<file path="src/hdl/mdsp_pkg.sv">
// shared types, constants and functions for the mecanum drive framer
`timescale 1ns / 1ps
`default_nettype none
package mdsp_pkg;
  localparam int unsigned AtanLen = 24;
  localparam logic [31:0] QuarterTurn = 32'h4000_0000;
  localparam logic [31:0] EighthTurn = 32'h2000_0000;
  localparam logic [16:0] InvGain = 17'd39797;
  localparam logic [15:0] StopCode = 16'hFFFF;
  localparam logic [7:0] FlagBase = 8'hA0;
  localparam logic [15:0] OneQ15 = 16'd32768;

  typedef enum logic [1:0] {
    REG_TRANS_DZ = 2'd0,
    REG_TURN_DZ = 2'd1,
    REG_FAST = 2'd2,
    REG_SLOW = 2'd3
  } reg_idx_e;

  typedef struct packed {
    logic [14:0] trans_dz;
    logic [14:0] turn_dz;
    logic [15:0] fast;
    logic [15:0] slow;
  } cfg_t;

  function automatic logic [31:0] atan_lut(input logic [4:0] idx);
    logic [31:0] r;
    case (idx)
      5'd0: r = 32'h20000000; 5'd1: r = 32'h12E4051E; 5'd2: r = 32'h09FB385B;
      5'd3: r = 32'h051111D4; 5'd4: r = 32'h028B0D43; 5'd5: r = 32'h0145D7E1;
      5'd6: r = 32'h00A2F61E; 5'd7: r = 32'h00517C55; 5'd8: r = 32'h0028BE53;
      5'd9: r = 32'h00145F2F; 5'd10: r = 32'h000A2F98; 5'd11: r = 32'h000517CC;
      5'd12: r = 32'h00028BE6; 5'd13: r = 32'h000145F3; 5'd14: r = 32'h0000A2F9;
      5'd15: r = 32'h0000517C; 5'd16: r = 32'h000028BE; 5'd17: r = 32'h0000145F;
      5'd18: r = 32'h00000A2F; 5'd19: r = 32'h00000517; 5'd20: r = 32'h0000028B;
      5'd21: r = 32'h00000145; 5'd22: r = 32'h000000A2; 5'd23: r = 32'h00000051;
      default: r = 32'h0;
    endcase
    return r;
  endfunction
endpackage
`default_nettype wire

</file>
<file path="src/hdl/mdsp_framer.sv">
// frame serializer: periods and directions to twelve bytes
`timescale 1ns / 1ps
`default_nettype none
module mdsp_framer (
  input  wire logic           clk_i,
  input  wire logic           rst_ni,
  input  wire logic           valid_i,
  output logic                ready_o,
  input  wire logic [63:0]    per_i,
  input  wire logic [3:0]     dir_i,
  output logic                valid_o,
  input  wire logic           ready_i,
  output logic [7:0]          byte_o,
  output logic                last_o
);
  import mdsp_pkg::*;
  logic [3:0]       cnt_q, cnt_d;
  logic             busy_q, busy_d;
  logic [11:0][7:0] fr_q;
  logic [11:0][7:0] fr_d;
  logic             take, pop;

  assign pop = busy_q && ready_i;
  assign take = valid_i && ready_o;
  assign ready_o = !busy_q || (pop && cnt_q == 4'd11);

  always_comb begin
    logic [7:0] ck;
    fr_d[0] = 8'h0;
    fr_d[1] = 8'h0;
    fr_d[2] = FlagBase | {4'h0, dir_i};
    for (int k = 0; k < 8; k++) fr_d[3+k] = per_i[8*k +: 8];
    ck = '0;
    for (int k = 2; k < 11; k++) ck = ck ^ fr_d[k];
    fr_d[11] = ck;
    busy_d = busy_q;
    cnt_d = cnt_q;
    if (pop) begin
      cnt_d = cnt_q + 4'd1;
      if (cnt_q == 4'd11) busy_d = 1'b0;
    end
    if (take) begin
      busy_d = 1'b1;
      cnt_d = '0;
    end
  end

  always_ff @(posedge clk_i or negedge rst_ni) begin
    if (!rst_ni) begin
      busy_q <= 1'b0;
      cnt_q <= '0;
    end else begin
      busy_q <= busy_d;
      cnt_q <= cnt_d;
    end
  end
  always_ff @(posedge clk_i) begin
    if (take) fr_q <= fr_d;
  end
  assign valid_o = busy_q;
  assign byte_o = fr_q[cnt_q];
  assign last_o = cnt_q == 4'd11;
endmodule
`default_nettype wire

</file>
<file path="config.mk">
export PLATFORM = sky130hd
export DESIGN_NAME = mdsp_framer
export DESIGN_NICKNAME = d
export VERILOG_FILES = /design/src/hdl/mdsp_pkg.sv /design/src/hdl/mdsp_framer.sv
export SDC_FILE = /design/constraint.sdc
export NUM_CORES = 1
export LEC_CHECK = 0
export ABC_AREA = 1
export BUFFER_PORTS_ARGS = -buffer_cell sky130_fd_sc_hd__buf_4
export CAP_MARGIN = 20
export CORE_ASPECT_RATIO = 1.5
export CORE_MARGIN = 4
export CORE_UTILIZATION = 60
export CTS_CLUSTER_SIZE = 8
export DETAILED_ROUTE_END_ITERATION = 12
export HOLD_SLACK_MARGIN = 0.1
export PLACE_DENSITY = 0.85
export SLEW_MARGIN = 25
export SYNTH_ARGS = -nofsm -noshare
export SYNTH_HDL_FRONTEND = slang
export SYNTH_SLANG_ARGS = --single-unit
</file>
<file path="constraint.sdc">
create_clock -name clk_i -period 4.83 [get_ports clk_i]
set_input_delay 0.966 -clock clk_i [delete_from_list [all_inputs] [get_ports clk_i]]
set_output_delay 0.966 -clock clk_i [all_outputs]
set_load 0.01 [all_outputs]
</file>
==> flow_summary.yaml <==
clock_network:
  cts_tree: "built"
  clock_pin_slew_of_the_registers_on_the_worst_case_setup_and_hold_paths_ns: 0.08
  cts-root-to-sink-buffers: 2
  numCtsBuffers: 9
  worst_skew_pair.late_latency_ns: 0.36
  post_cts_hold_buffer_count: 0
  count_of_clock_tree_sinks: 81
  ctsHtreeMaxLevel: 3
  cts_setup_buffers: 0
  ctsResizeCount: 0
  root_buffer: "sky130_fd_sc_hd__clkbuf_8"
power:
  pwr_density_cell_mw_per_mm2: 395
  static-leakage-power_uw: 0.00265
  power.ir.vdd_worst_mv: 0.204
critical_path:
  required_ns: 3.86
  critPathArrivalTime_ns: 2.72
  worstPathMaxFanout: 31
  cp-start-kind: "register"
  timing.critical_path.buf_inv: 3
  timing.critical_path.slowest_cell_delay_ns: 1.00
  critPathMostFrequentCell: "sky130_fd_sc_hd__nand2_1"
  worstSetupEndpointType: "output port"
  worst_path_max_delay_cell: "sky130_fd_sc_hd__dfrtp_1"
  timing_worst_setup_path_type: "reg2out"
  timing.critical_path.cells: "inv_2 > nor2_2 > inv_1 > nor2_1 > o21ai_0 > nand2_1 > nand2_1 > nand2_1 > buf_4"
  critical-path-top-delay-family: "flip-flops"
global_route:
  grt_start_max_net_pins: 52
  initial_antenna_violation_count: 0
  first_global_vias: 3521
  globalRouteTotalUtil_pct: 21.9
  globalRouteOverflowTotal: 0
  wire_length_of_the_first_global_routing_pass_mm: 15.0
synth:
  synth.avg_cell_area_um2: 8.08
  mapped_nets: 620
  synth_sequential_area_ratio_pct: 54.4
  synth-seq-cells: 81
  netlist-cell-type-count: 23
  syn-instance-count: 547
  synthesis.yosys.warnings: 0
  netlist_area_mm2: 0.00442
timing:
  relative_slew_margins_pct: 33.8
  timing.final.ws_setup_ns: 1.14
  finClkSkew_ns: 0.00651
  unrepaired_setup_endpoints_after_global_routing: "false"
  finalHoldViolCount: 0
  tightest_slew_ns: 0.993
  setup-tns-final_ns: 0
  min_period_over_period_pct: 76.3
  slew_violations: 0
  final.hold.worst_slack_ns: 0.393
  period_minus_slack_ns: 3.69
  finalSetupViolations: 0
  fmaxAchievable_ghz: 0.271
run_status:
  run_status: "complete, no violations"
floorplanning:
  floorplan.die_area_mm2: 0.00884
  rows: 38
  floorplan.initialDensity_pct: 61.2
  die_h_um: 113
  chipWidth_um: 78.1
  floorplan.io_pins: 83
  core_mm2: 0.00723
routing:
  ant_nets: 0
  initialDrtViolationCount: 257
  detail_route.wl_per_cell_um: 12.8
  routed_wl_mm: 9.41
  route.detailed.vias_per_inst: 5.06
  remaining_drc_errors: 0
  firstDrtPassIters: 5
  overall_via_count_from_detail_route: 3720
placement:
  detailed_place.area_mm2: 0.00511
  routabilityCongestion: 0.758
  placement.setup.worst_slack_ns: 1.62
  detailedPlacementHpwl_mm: 6.82
  place.port_buffers: 82
cells_and_area:
  antenna-diode-count: 0
  fillCellCount: 553
  final_common_cell: "sky130_fd_sc_hd__nand2_1"
  finalInstanceArea_mm2: 0.00529
  utilization_pct: 73.2
  commonest_cells_after_routing_fill_and_taps_aside: "204 x sky130_fd_sc_hd__nand2_1, 84 x sky130_fd_sc_hd__buf_4, 82 x sky130_fd_sc_hd__inv_1"
  drive_gt1_share_pct: 17.5
  total_number_of_nets_in_the_final_design: 703
  syn2layout_area_growth_pct: 19.7
job:
  maxcap_viol_count: 0
worst_hold_path:
  hold_class: "in2async"
==> where the power goes <==
part	leakage (uW)	switching, uW	internal, uW
clock network	0.0000962	235	233
logic	0.00181	447	286
registers	0.000742	70.9	819
total	0.00265	753	1340
==> Yosys cell counts <==
cell,count,area (um^2)
sky130_fd_sc_hd__nor2_2,1,6.26
sky130_fd_sc_hd__dfrtp_1,5,125
sky130_fd_sc_hd__nand3b_1,5,37.5
sky130_fd_sc_hd__edfxtp_1,76,2280
sky130_fd_sc_hd__o21ai_4,1,16.3
sky130_fd_sc_hd__xor2_1,9,78.8
sky130_fd_sc_hd__clkbuf_1,3,11.3
sky130_fd_sc_hd__o21ai_1,3,15.0
sky130_fd_sc_hd__buf_2,3,15.0
sky130_fd_sc_hd__o22ai_1,8,50.1
sky130_fd_sc_hd__o21ai_0,23,115
sky130_fd_sc_hd__ha_1,1,12.5
sky130_fd_sc_hd__buf_4,6,45.0
sky130_fd_sc_hd__o21ai_2,1,8.76
sky130_fd_sc_hd__or2_2,2,12.5
sky130_fd_sc_hd__xnor2_1,5,43.8
sky130_fd_sc_hd__nand2_4,2,22.5
sky130_fd_sc_hd__inv_2,4,15.0
sky130_fd_sc_hd__nor2_1,69,259
sky130_fd_sc_hd__nand2_1,204,766
sky130_fd_sc_hd__nand3_1,33,165
sky130_fd_sc_hd__nor2_4,1,11.3
sky130_fd_sc_hd__inv_1,82,308
==> kinds of logic (layout without fill, tap and decap cells) <==
family / count (synthesis) / in the layout / share of synthesized area, %
adders and majority gates: 1 / 1 / 0.283
xor gates and xnor gates: 14 / 14 / 2.77
buffers and inverters: 98 / 186 / 8.91
AOI/OAI and AO/OA: 36 / 36 / 4.64
and+or+nand+nor: 317 / 317 / 28.9
DFF: 81 / 81 / 54.4
==> metal layers <==
| metal | GRT usage, % | wire, um | up-vias |
|---|---|---|---|
| li1 | - | - | 1881 |
| met1 | 23.4 | 3490 | 1705 |
| met2 | 39.1 | 5160 | 107 |
| met3 | 5.02 | 436 | 27 |
| met4 | 12.7 | 315 | 0 |
| met5 | 0 | 0 | - |
==> final cells by class <==
class | count | area (um^2) | share of cell area [%]
repair buffers | 84 | 631 | 11.9
clock buffers | 9 | 124 | 2.34
multi-input cells | 368 | 1620 | 30.6
well taps | 100 | 125 | 2.36
flip-flops and latches | 81 | 2410 | 45.5
clock inverters | 7 | 61.3 | 1.16
inverters | 86 | 323 | 6.10
==> stage by stage <==
stage / total power (uW) / std cells
finish: 2090 / 735
CTS: 2100 / 735
global placement: 1590 / 719
global route: 2230 / 735
detailed placement: 1630 / 719
floorplan: 1380 / 547
==> flip-flops by register name, summed over array words and instances, names as in the netlist <==
signal / cells
cnt_q: 4
fr_q: 76
valid_o: 1
==> path summary, 6_finish.rpt <==
check | startpoint | endpoint | slack [ns] | cells after the start
worst min register to register | cnt_q[3] | cnt_q[3] | 0.60 | 2
max in group asynchronous | rst_ni | cnt_q[1] | 4.33 | 1
worst max register to register | cnt_q[1] | fr_q[58] | 1.68 | 6
worst min-delay path | rst_ni | valid_o | 0.39 | 1
min in group clk_i | cnt_q[3] | cnt_q[3] | 0.60 | 2
worst max-delay path | cnt_q[1] | byte_o[3] | 1.14 | 9
Note: power is estimated with default switching activity, not from simulation.
