$ cat src/hdl/mdsp_pkg.sv
// shared types, constants and functions for the mecanum drive framer
`timescale 1ns / 1ps
`default_nettype none
package mdsp_pkg;
  localparam int unsigned AtanLen = 24;
  localparam logic [31:0] QuarterTurn = 32'h4000_0000;
  localparam logic [31:0] EighthTurn = 32'h2000_0000;
  localparam logic [16:0] InvGain = 17'd39797;
  localparam logic [15:0] StopCode = 16'hFFFF;
  localparam logic [7:0] FlagBase = 8'hA0;
  localparam logic [15:0] OneQ15 = 16'd32768;

  typedef enum logic [1:0] {
    REG_TRANS_DZ = 2'd0,
    REG_TURN_DZ = 2'd1,
    REG_FAST = 2'd2,
    REG_SLOW = 2'd3
  } reg_idx_e;

  typedef struct packed {
    logic [14:0] trans_dz;
    logic [14:0] turn_dz;
    logic [15:0] fast;
    logic [15:0] slow;
  } cfg_t;

  function automatic logic [31:0] atan_lut(input logic [4:0] idx);
    logic [31:0] r;
    case (idx)
      5'd0: r = 32'h20000000; 5'd1: r = 32'h12E4051E; 5'd2: r = 32'h09FB385B;
      5'd3: r = 32'h051111D4; 5'd4: r = 32'h028B0D43; 5'd5: r = 32'h0145D7E1;
      5'd6: r = 32'h00A2F61E; 5'd7: r = 32'h00517C55; 5'd8: r = 32'h0028BE53;
      5'd9: r = 32'h00145F2F; 5'd10: r = 32'h000A2F98; 5'd11: r = 32'h000517CC;
      5'd12: r = 32'h00028BE6; 5'd13: r = 32'h000145F3; 5'd14: r = 32'h0000A2F9;
      5'd15: r = 32'h0000517C; 5'd16: r = 32'h000028BE; 5'd17: r = 32'h0000145F;
      5'd18: r = 32'h00000A2F; 5'd19: r = 32'h00000517; 5'd20: r = 32'h0000028B;
      5'd21: r = 32'h00000145; 5'd22: r = 32'h000000A2; 5'd23: r = 32'h00000051;
      default: r = 32'h0;
    endcase
    return r;
  endfunction
endpackage
`default_nettype wire

$ cat src/hdl/mdsp_cordic_stage.sv
// one registered cordic micro-rotation step with handshake
`timescale 1ns / 1ps
`default_nettype none
module mdsp_cordic_stage #(
  parameter int unsigned Shift = 0,
  parameter int unsigned Width = 27,
  parameter int unsigned SideW = 1,
  parameter bit Rotate = 1'b0
) (
  input  wire logic             clk_i,
  input  wire logic             rst_ni,
  input  wire logic             valid_i,
  output logic                  ready_o,
  input  wire logic [Width-1:0] x_i,
  input  wire logic [Width-1:0] y_i,
  input  wire logic [31:0]      z_i,
  input  wire logic [SideW-1:0] side_i,
  output logic                  valid_o,
  input  wire logic             ready_i,
  output logic [Width-1:0]      x_o,
  output logic [Width-1:0]      y_o,
  output logic [31:0]           z_o,
  output logic [SideW-1:0]      side_o
);
  import mdsp_pkg::*;
  logic             valid_q;
  logic [Width-1:0] x_q, y_q, x_d, y_d, xs, ys;
  logic [31:0]      z_q, z_d, a;
  logic [SideW-1:0] side_q;
  logic             dir;

  assign ready_o = !valid_q || ready_i;
  assign a = atan_lut(5'(Shift));
  assign xs = Width'($signed(x_i) >>> Shift);
  assign ys = Width'($signed(y_i) >>> Shift);
  assign dir = Rotate ? !z_i[31] : !y_i[Width-1];

  always_comb begin
    if (Rotate == dir) begin
      x_d = Rotate ? x_i - ys : x_i - ys;
      y_d = y_i + xs;
    end else begin
      x_d = x_i + ys;
      y_d = y_i - xs;
    end
    if (Rotate) z_d = dir ? z_i - a : z_i + a;
    else z_d = dir ? z_i + a : z_i - a;
  end

  always_ff @(posedge clk_i or negedge rst_ni) begin
    if (!rst_ni) begin
      valid_q <= 1'b0;
    end else if (ready_o) begin
      valid_q <= valid_i;
    end
  end
  always_ff @(posedge clk_i) begin
    if (ready_o && valid_i) begin
      x_q <= x_d;
      y_q <= y_d;
      z_q <= z_d;
      side_q <= side_i;
    end
  end
  assign valid_o = valid_q;
  assign x_o = x_q;
  assign y_o = y_q;
  assign z_o = z_q;
  assign side_o = side_q;
endmodule
`default_nettype wire

$ cat config.mk
export PLATFORM = sky130hd
export DESIGN_NAME = mdsp_cordic_stage
export DESIGN_NICKNAME = d
export VERILOG_FILES = /design/src/hdl/mdsp_pkg.sv /design/src/hdl/mdsp_cordic_stage.sv
export SDC_FILE = /design/constraint.sdc
export NUM_CORES = 1
export LEC_CHECK = 0
export BUFFER_PORTS_ARGS = -buffer_cell sky130_fd_sc_hd__clkbuf_2
export CORE_MARGIN = 1.5
export CORE_UTILIZATION = 55
export CTS_CLUSTER_DIAMETER = 120
export DETAILED_ROUTE_END_ITERATION = 10
export GPL_ROUTABILITY_DRIVEN = 0
export GPL_TIMING_DRIVEN = 1
export PLACE_DENSITY_LB_ADDON = 0.15
export REMOVE_ABC_BUFFERS = 1
export SLEW_MARGIN = 20
export SYNTH_ARGS = -nofsm -noshare
export SYNTH_HDL_FRONTEND = slang
export SYNTH_SLANG_ARGS = --single-unit
export TNS_END_PERCENT = 1
$ cat constraint.sdc
create_clock -name clk_i -period 3.6 [get_ports clk_i]
set_clock_uncertainty 0.15 [all_clocks]
set_input_delay 0.72 -clock clk_i [delete_from_list [all_inputs] [get_ports clk_i]]
set_output_delay 0.72 -clock clk_i [all_outputs]
set_load 0.05 [all_outputs]
==> report_table.html <==
<table>
<tr><th>Metric</th><th>Value</th></tr>
<tr><th colspan="2">Status</th></tr>
<tr><td>Result of the run</td><td>finished, final reports clean</td></tr>
<tr><th colspan="2">Placed design</th></tr>
<tr><td>I/O Buffers</td><td>179</td></tr>
<tr><td>Post-placement worst setup slack</td><td>around 0.14 ns</td></tr>
<tr><td>Placed instance area</td><td>8548 um2</td></tr>
<tr><td>Sum of net half-perimeters after detailed placement</td><td>15780 um</td></tr>
<tr><th colspan="2">Die</th></tr>
<tr><td>Die boundary height</td><td>118.7 um</td></tr>
<tr><td>Standard-cell row count</td><td>42</td></tr>
<tr><td>Die area</td><td>14090 um2</td></tr>
<tr><td>Overall die width</td><td>118.7 um</td></tr>
<tr><td>Effective utilization at floorplan</td><td>a little under three fifths</td></tr>
<tr><td>Core region area</td><td>13140 um2</td></tr>
<tr><td>I/O pin total</td><td>180</td></tr>
<tr><th colspan="2">Logic synthesis</th></tr>
<tr><td>Mux contribution to synthesized area</td><td>around 1.5%</td></tr>
<tr><td>Flip-flop and latch count after synthesis</td><td>87</td></tr>
<tr><td>Compound-cell area share of the yosys netlist</td><td>~23%</td></tr>
<tr><td>Leading cell type by number of instances after synthesis</td><td>edfxtp_1</td></tr>
<tr><td>Mean post-synth cell area</td><td>9.193 um2</td></tr>
<tr><td>Distinct cell type count of the synthesized netlist</td><td>74</td></tr>
<tr><td>Sequential share of the synthesized area</td><td>35.41%</td></tr>
<tr><td>Dominant register cell in the synthesized netlist</td><td>edfxtp_1</td></tr>
<tr><td>Biggest area contributors in the synthesized netlist</td><td>edfxtp_1, ha_1, a21oi_1</td></tr>
<tr><td>Cell taking the most area after synthesis</td><td>edfxtp_1</td></tr>
<tr><td>Area fraction in and, or, nand and nor cells after synthesis</td><td>13.49%</td></tr>
<tr><td>Synthesized cell area</td><td>7363 um2</td></tr>
<tr><td>Number of warning messages in the yosys log</td><td>0</td></tr>
<tr><td>EDFF count, synth</td><td>86</td></tr>
<tr><td>Commonest cells post-synth</td><td>edfxtp_1, a21oi_1, inv_1</td></tr>
<tr><td>Post-Synth Adder-Cell Area</td><td>14.34%</td></tr>
<tr><td>Post-synthesis share of cell area spent on xor and xnor gates</td><td>6.066%</td></tr>
<tr><td>Largest family of logic cells by synthesized area</td><td>compound AO/OA/AOI/OAI gates</td></tr>
<tr><td>Fraction of synthesis flops using an asynchronous set or reset pin</td><td>1.149%</td></tr>
<tr><td>Top cell type's share of synthesized area</td><td>a little over a third</td></tr>
<tr><td>Synthesized instance count</td><td>801</td></tr>
<tr><th colspan="2">Power and ir drop</th></tr>
<tr><td>Power Density</td><td>around 410 nW/um2</td></tr>
<tr><td>Peak VDD IR</td><td>roughly 0.00026 V</td></tr>
<tr><td>Reported leakage power</td><td>4.076 nW</td></tr>
<tr><td>Total power draw</td><td>3.675 mW</td></tr>
<tr><th colspan="2">Critical path</th></tr>
<tr><td>Slowest cell on the critical path</td><td>fa_1</td></tr>
<tr><td>Worst R2R Path Depth</td><td>3</td></tr>
<tr><td>Worst path required time</td><td>3.54 ns</td></tr>
<tr><td>Path type of the worst setup path</td><td>input port to flop</td></tr>
<tr><td>Data arrival time of the critical path</td><td>between 3 and 4 ns</td></tr>
<tr><td>Largest stage delay on the critical path</td><td>0.41 ns</td></tr>
<tr><td>Endpoint type of the worst setup path</td><td>flop</td></tr>
<tr><td>Sort of element at the start of the critical path</td><td>input port</td></tr>
<tr><td>Max FO, Critical Path</td><td>8</td></tr>
<tr><td>Cell-by-cell trace of the critical path</td><td>clkbuf_2 &gt; ha_1 &gt; fa_1 &gt; nor2b_1 &gt; o21ai_1 &gt; a311oi_2 &gt; o31a_1 &gt; o21a_4 &gt; a21boi_1 &gt; o21ai_0 &gt; xnor2_1</td></tr>
<tr><th colspan="2">Run</th></tr>
<tr><td>Number of maximum-capacitance constraint violations</td><td>0</td></tr>
<tr><th colspan="2">Detailed routing</th></tr>
<tr><td>DR iter-0 viols</td><td>671</td></tr>
<tr><td>Total iterations of the first detailed-routing run</td><td>5</td></tr>
<tr><td>Residual DRC count</td><td>0</td></tr>
<tr><td>Vias</td><td>6843</td></tr>
<tr><td>Post-DR vias/cell</td><td>5.859</td></tr>
<tr><td>Total routed wirelength</td><td>a little over 20000 um</td></tr>
<tr><td>Antenna viol nets, final</td><td>0</td></tr>
<tr><td>Average wire length per cell after detail routing</td><td>17.26 um</td></tr>
<tr><th colspan="2">GRT</th></tr>
<tr><td>Pin count of the biggest net entering global routing</td><td>between 80 and 90</td></tr>
<tr><td>Remaining global-route overflow</td><td>0</td></tr>
<tr><td>First-pass GRT wire length</td><td>around 32000 um</td></tr>
<tr><td>Number of antenna violations at the first check in global routing</td><td>0</td></tr>
<tr><td>Number of global-route vias before repair</td><td>6140</td></tr>
<tr><td>Aggregate global-route resource usage</td><td>28.80%</td></tr>
<tr><th colspan="2">Clocking</th></tr>
<tr><td>Htree depth</td><td>3</td></tr>
<tr><td>CTS tree</td><td>built</td></tr>
<tr><td>Number of buffers added by the clock tree synthesis step</td><td>9</td></tr>
<tr><td>Clk root buf</td><td>clkbuf_16</td></tr>
<tr><td>Clock transition time at the flip-flop clock pins of the worst setup and hold paths</td><td>0.07 ns</td></tr>
<tr><td>Count of instances resized after the clock tree is built</td><td>0</td></tr>
<tr><td>Latest clock arrival within the worst-skew pair</td><td>0.34 ns</td></tr>
<tr><td>Clock Tree Buf Depth</td><td>2</td></tr>
<tr><td>Setup fix buffers added after clock tree synthesis</td><td>0</td></tr>
<tr><td>Hold buffers post-CTS</td><td>1</td></tr>
<tr><td>Clk sink count</td><td>87</td></tr>
<tr><th colspan="2">STA</th></tr>
<tr><td>Relative max-transition margin</td><td>65.50%</td></tr>
<tr><td>Setup repair after global routing missed its margin</td><td>no</td></tr>
<tr><td>Post-route fraction of the period consumed by the critical path</td><td>between 80 and 90%</td></tr>
<tr><td>Tightest Pin Transition</td><td>0.5175 ns</td></tr>
<tr><td>Smallest setup slack after layout</td><td>0.4472 ns</td></tr>
<tr><td>Highest clock rate</td><td>between 300 and 400 MHz</td></tr>
<tr><td>Final setup vio count</td><td>0</td></tr>
<tr><td>Final Max Slew Viols</td><td>0</td></tr>
<tr><td>Min Clock Period, post-route</td><td>3.153 ns</td></tr>
<tr><td>Number of hold violations in the final report</td><td>0</td></tr>
<tr><th colspan="2">Layout</th></tr>
<tr><td>Area used by multi-input combinational logic</td><td>4274 um2</td></tr>
<tr><td>Fraction of final layout cells sized beyond drive strength 1</td><td>25.91%</td></tr>
<tr><td>Inserted Diodes</td><td>0</td></tr>
<tr><td>Area delta synth-&gt;final</td><td>20.49%</td></tr>
<tr><td>FF+latch area</td><td>2608 um2</td></tr>
<tr><td>Design Area, Final</td><td>8872 um2</td></tr>
<tr><td>Layout fillers</td><td>1112</td></tr>
<tr><td># nets final</td><td>1160</td></tr>
<tr><th colspan="2">Min path</th></tr>
<tr><td>HP Class</td><td>input port to flop</td></tr>
<tr><td>Cells on Worst Hold Path</td><td>1</td></tr>
</table>
==> path summary, 6_finish.rpt <==
| check | start | end | slack [ns] |
|---|---|---|---|
| min in group asynchronous | rst_ni | valid_o$_DFFE_PN0N_ | 0.53 |
| max in group asynchronous | rst_ni | valid_o$_DFFE_PN0N_ | 2.69 |
| worst min register to register | valid_o$_DFFE_PN0N_ | valid_o$_DFFE_PN0N_ | 0.43 |
| worst min-delay path | z_i[5] | z_o[5]$_DFFE_PP_ | 0.40 |
| worst max-delay path | x_i[0] | x_o[22]$_DFFE_PP_ | 0.45 |
| worst max register to register | valid_o$_DFFE_PN0N_ | y_o[16]$_DFFE_PP_ | 2.01 |
==> registers in the layout, indices dropped and copies added, names as in the netlist <==
register and flops:
z_o 32, valid_o 1, side_o 1, y_o 27
x_o 26
==> metal layers <==
layer / wire length, um / GRT usage [%] / vias to the layer above
li1: - / - / 3243
met1: 8887 / 41.46 / 3167
met2: 8819 / 44.26 / 396
met3: 2048 / 6.274 / 37
met4: 398 / 7.078 / 0
met5: 0 / 0 / -
==> power breakdown <==
part / internal, mW / total, mW / switching [mW]
sequential: 1.25 / 1.28 / 0.0284
clock: 0.553 / 0.988 / 0.435
combinational: 0.452 / 1.40 / 0.953
==> cell families after synthesis <==
logic type / after synthesis
compound gates: 251
xor+xnor: 51
fa+ha+maj: 82
buf+inv: 115
flops: 87
mux: 11
simple gates: 204
==> through the flow <==
step / TNS (ns) / util [%] / cells / hold WS [ns]
2_1_floorplan: -22.87 / - / 766 / 0.2744
3_5_place_dp: 0 / 65.07 / 1151 / 0.3485
5_1_grt: 0 / 67.53 / 1168 / 0.3879
4_1_cts: 0 / 67.53 / 1168 / 0.3979
3_3_place_gp: 0 / 65.07 / 1151 / 0.3447
6_report: 0 / 67.53 / 1168 / 0.4028
==> cells in the final DEF, fill, tap and decap left out, types with 5 or more instances in the layout <==
cell type,count
nand3_1,17
nor3_1,18
a211o_1,5
clkbuf_16,9
buf_4,28
o21bai_1,11
a21oi_1,83
o211ai_1,7
o31ai_1,9
a21o_1,23
nand4_1,6
a31oi_1,11
and3_1,5
nor2_1,60
nor2b_1,11
nand2b_1,6
edfxtp_1,86
xnor2_1,43
inv_1,79
xor2_1,8
o21ai_0,51
mux2i_1,11
or3_1,5
nand2_1,51
ha_1,78
clkbuf_2,179
==> critical path: cells and delay by family <==
kind	cells	cell delay [ns]
xor gates and xnor gates	1	0.16
and+or+nand+nor	1	0.16
buffers and inverters	1	0.11
adders and majority gates	2	0.63
AOI/OAI and AO/OA	6	1.29
==> layout make-up <==
class | instances | area share (%)
Multi-Input combinational cell | 599 | 48.17
Sequential cell | 87 | 29.39
Timing Repair Buffer | 210 | 13.03
Inverter | 80 | 3.385
Clock buffer | 9 | 2.538
Tap cell | 176 | 2.482
Clock inverter | 7 | 1.001
(Power assumes the default switching activity.)
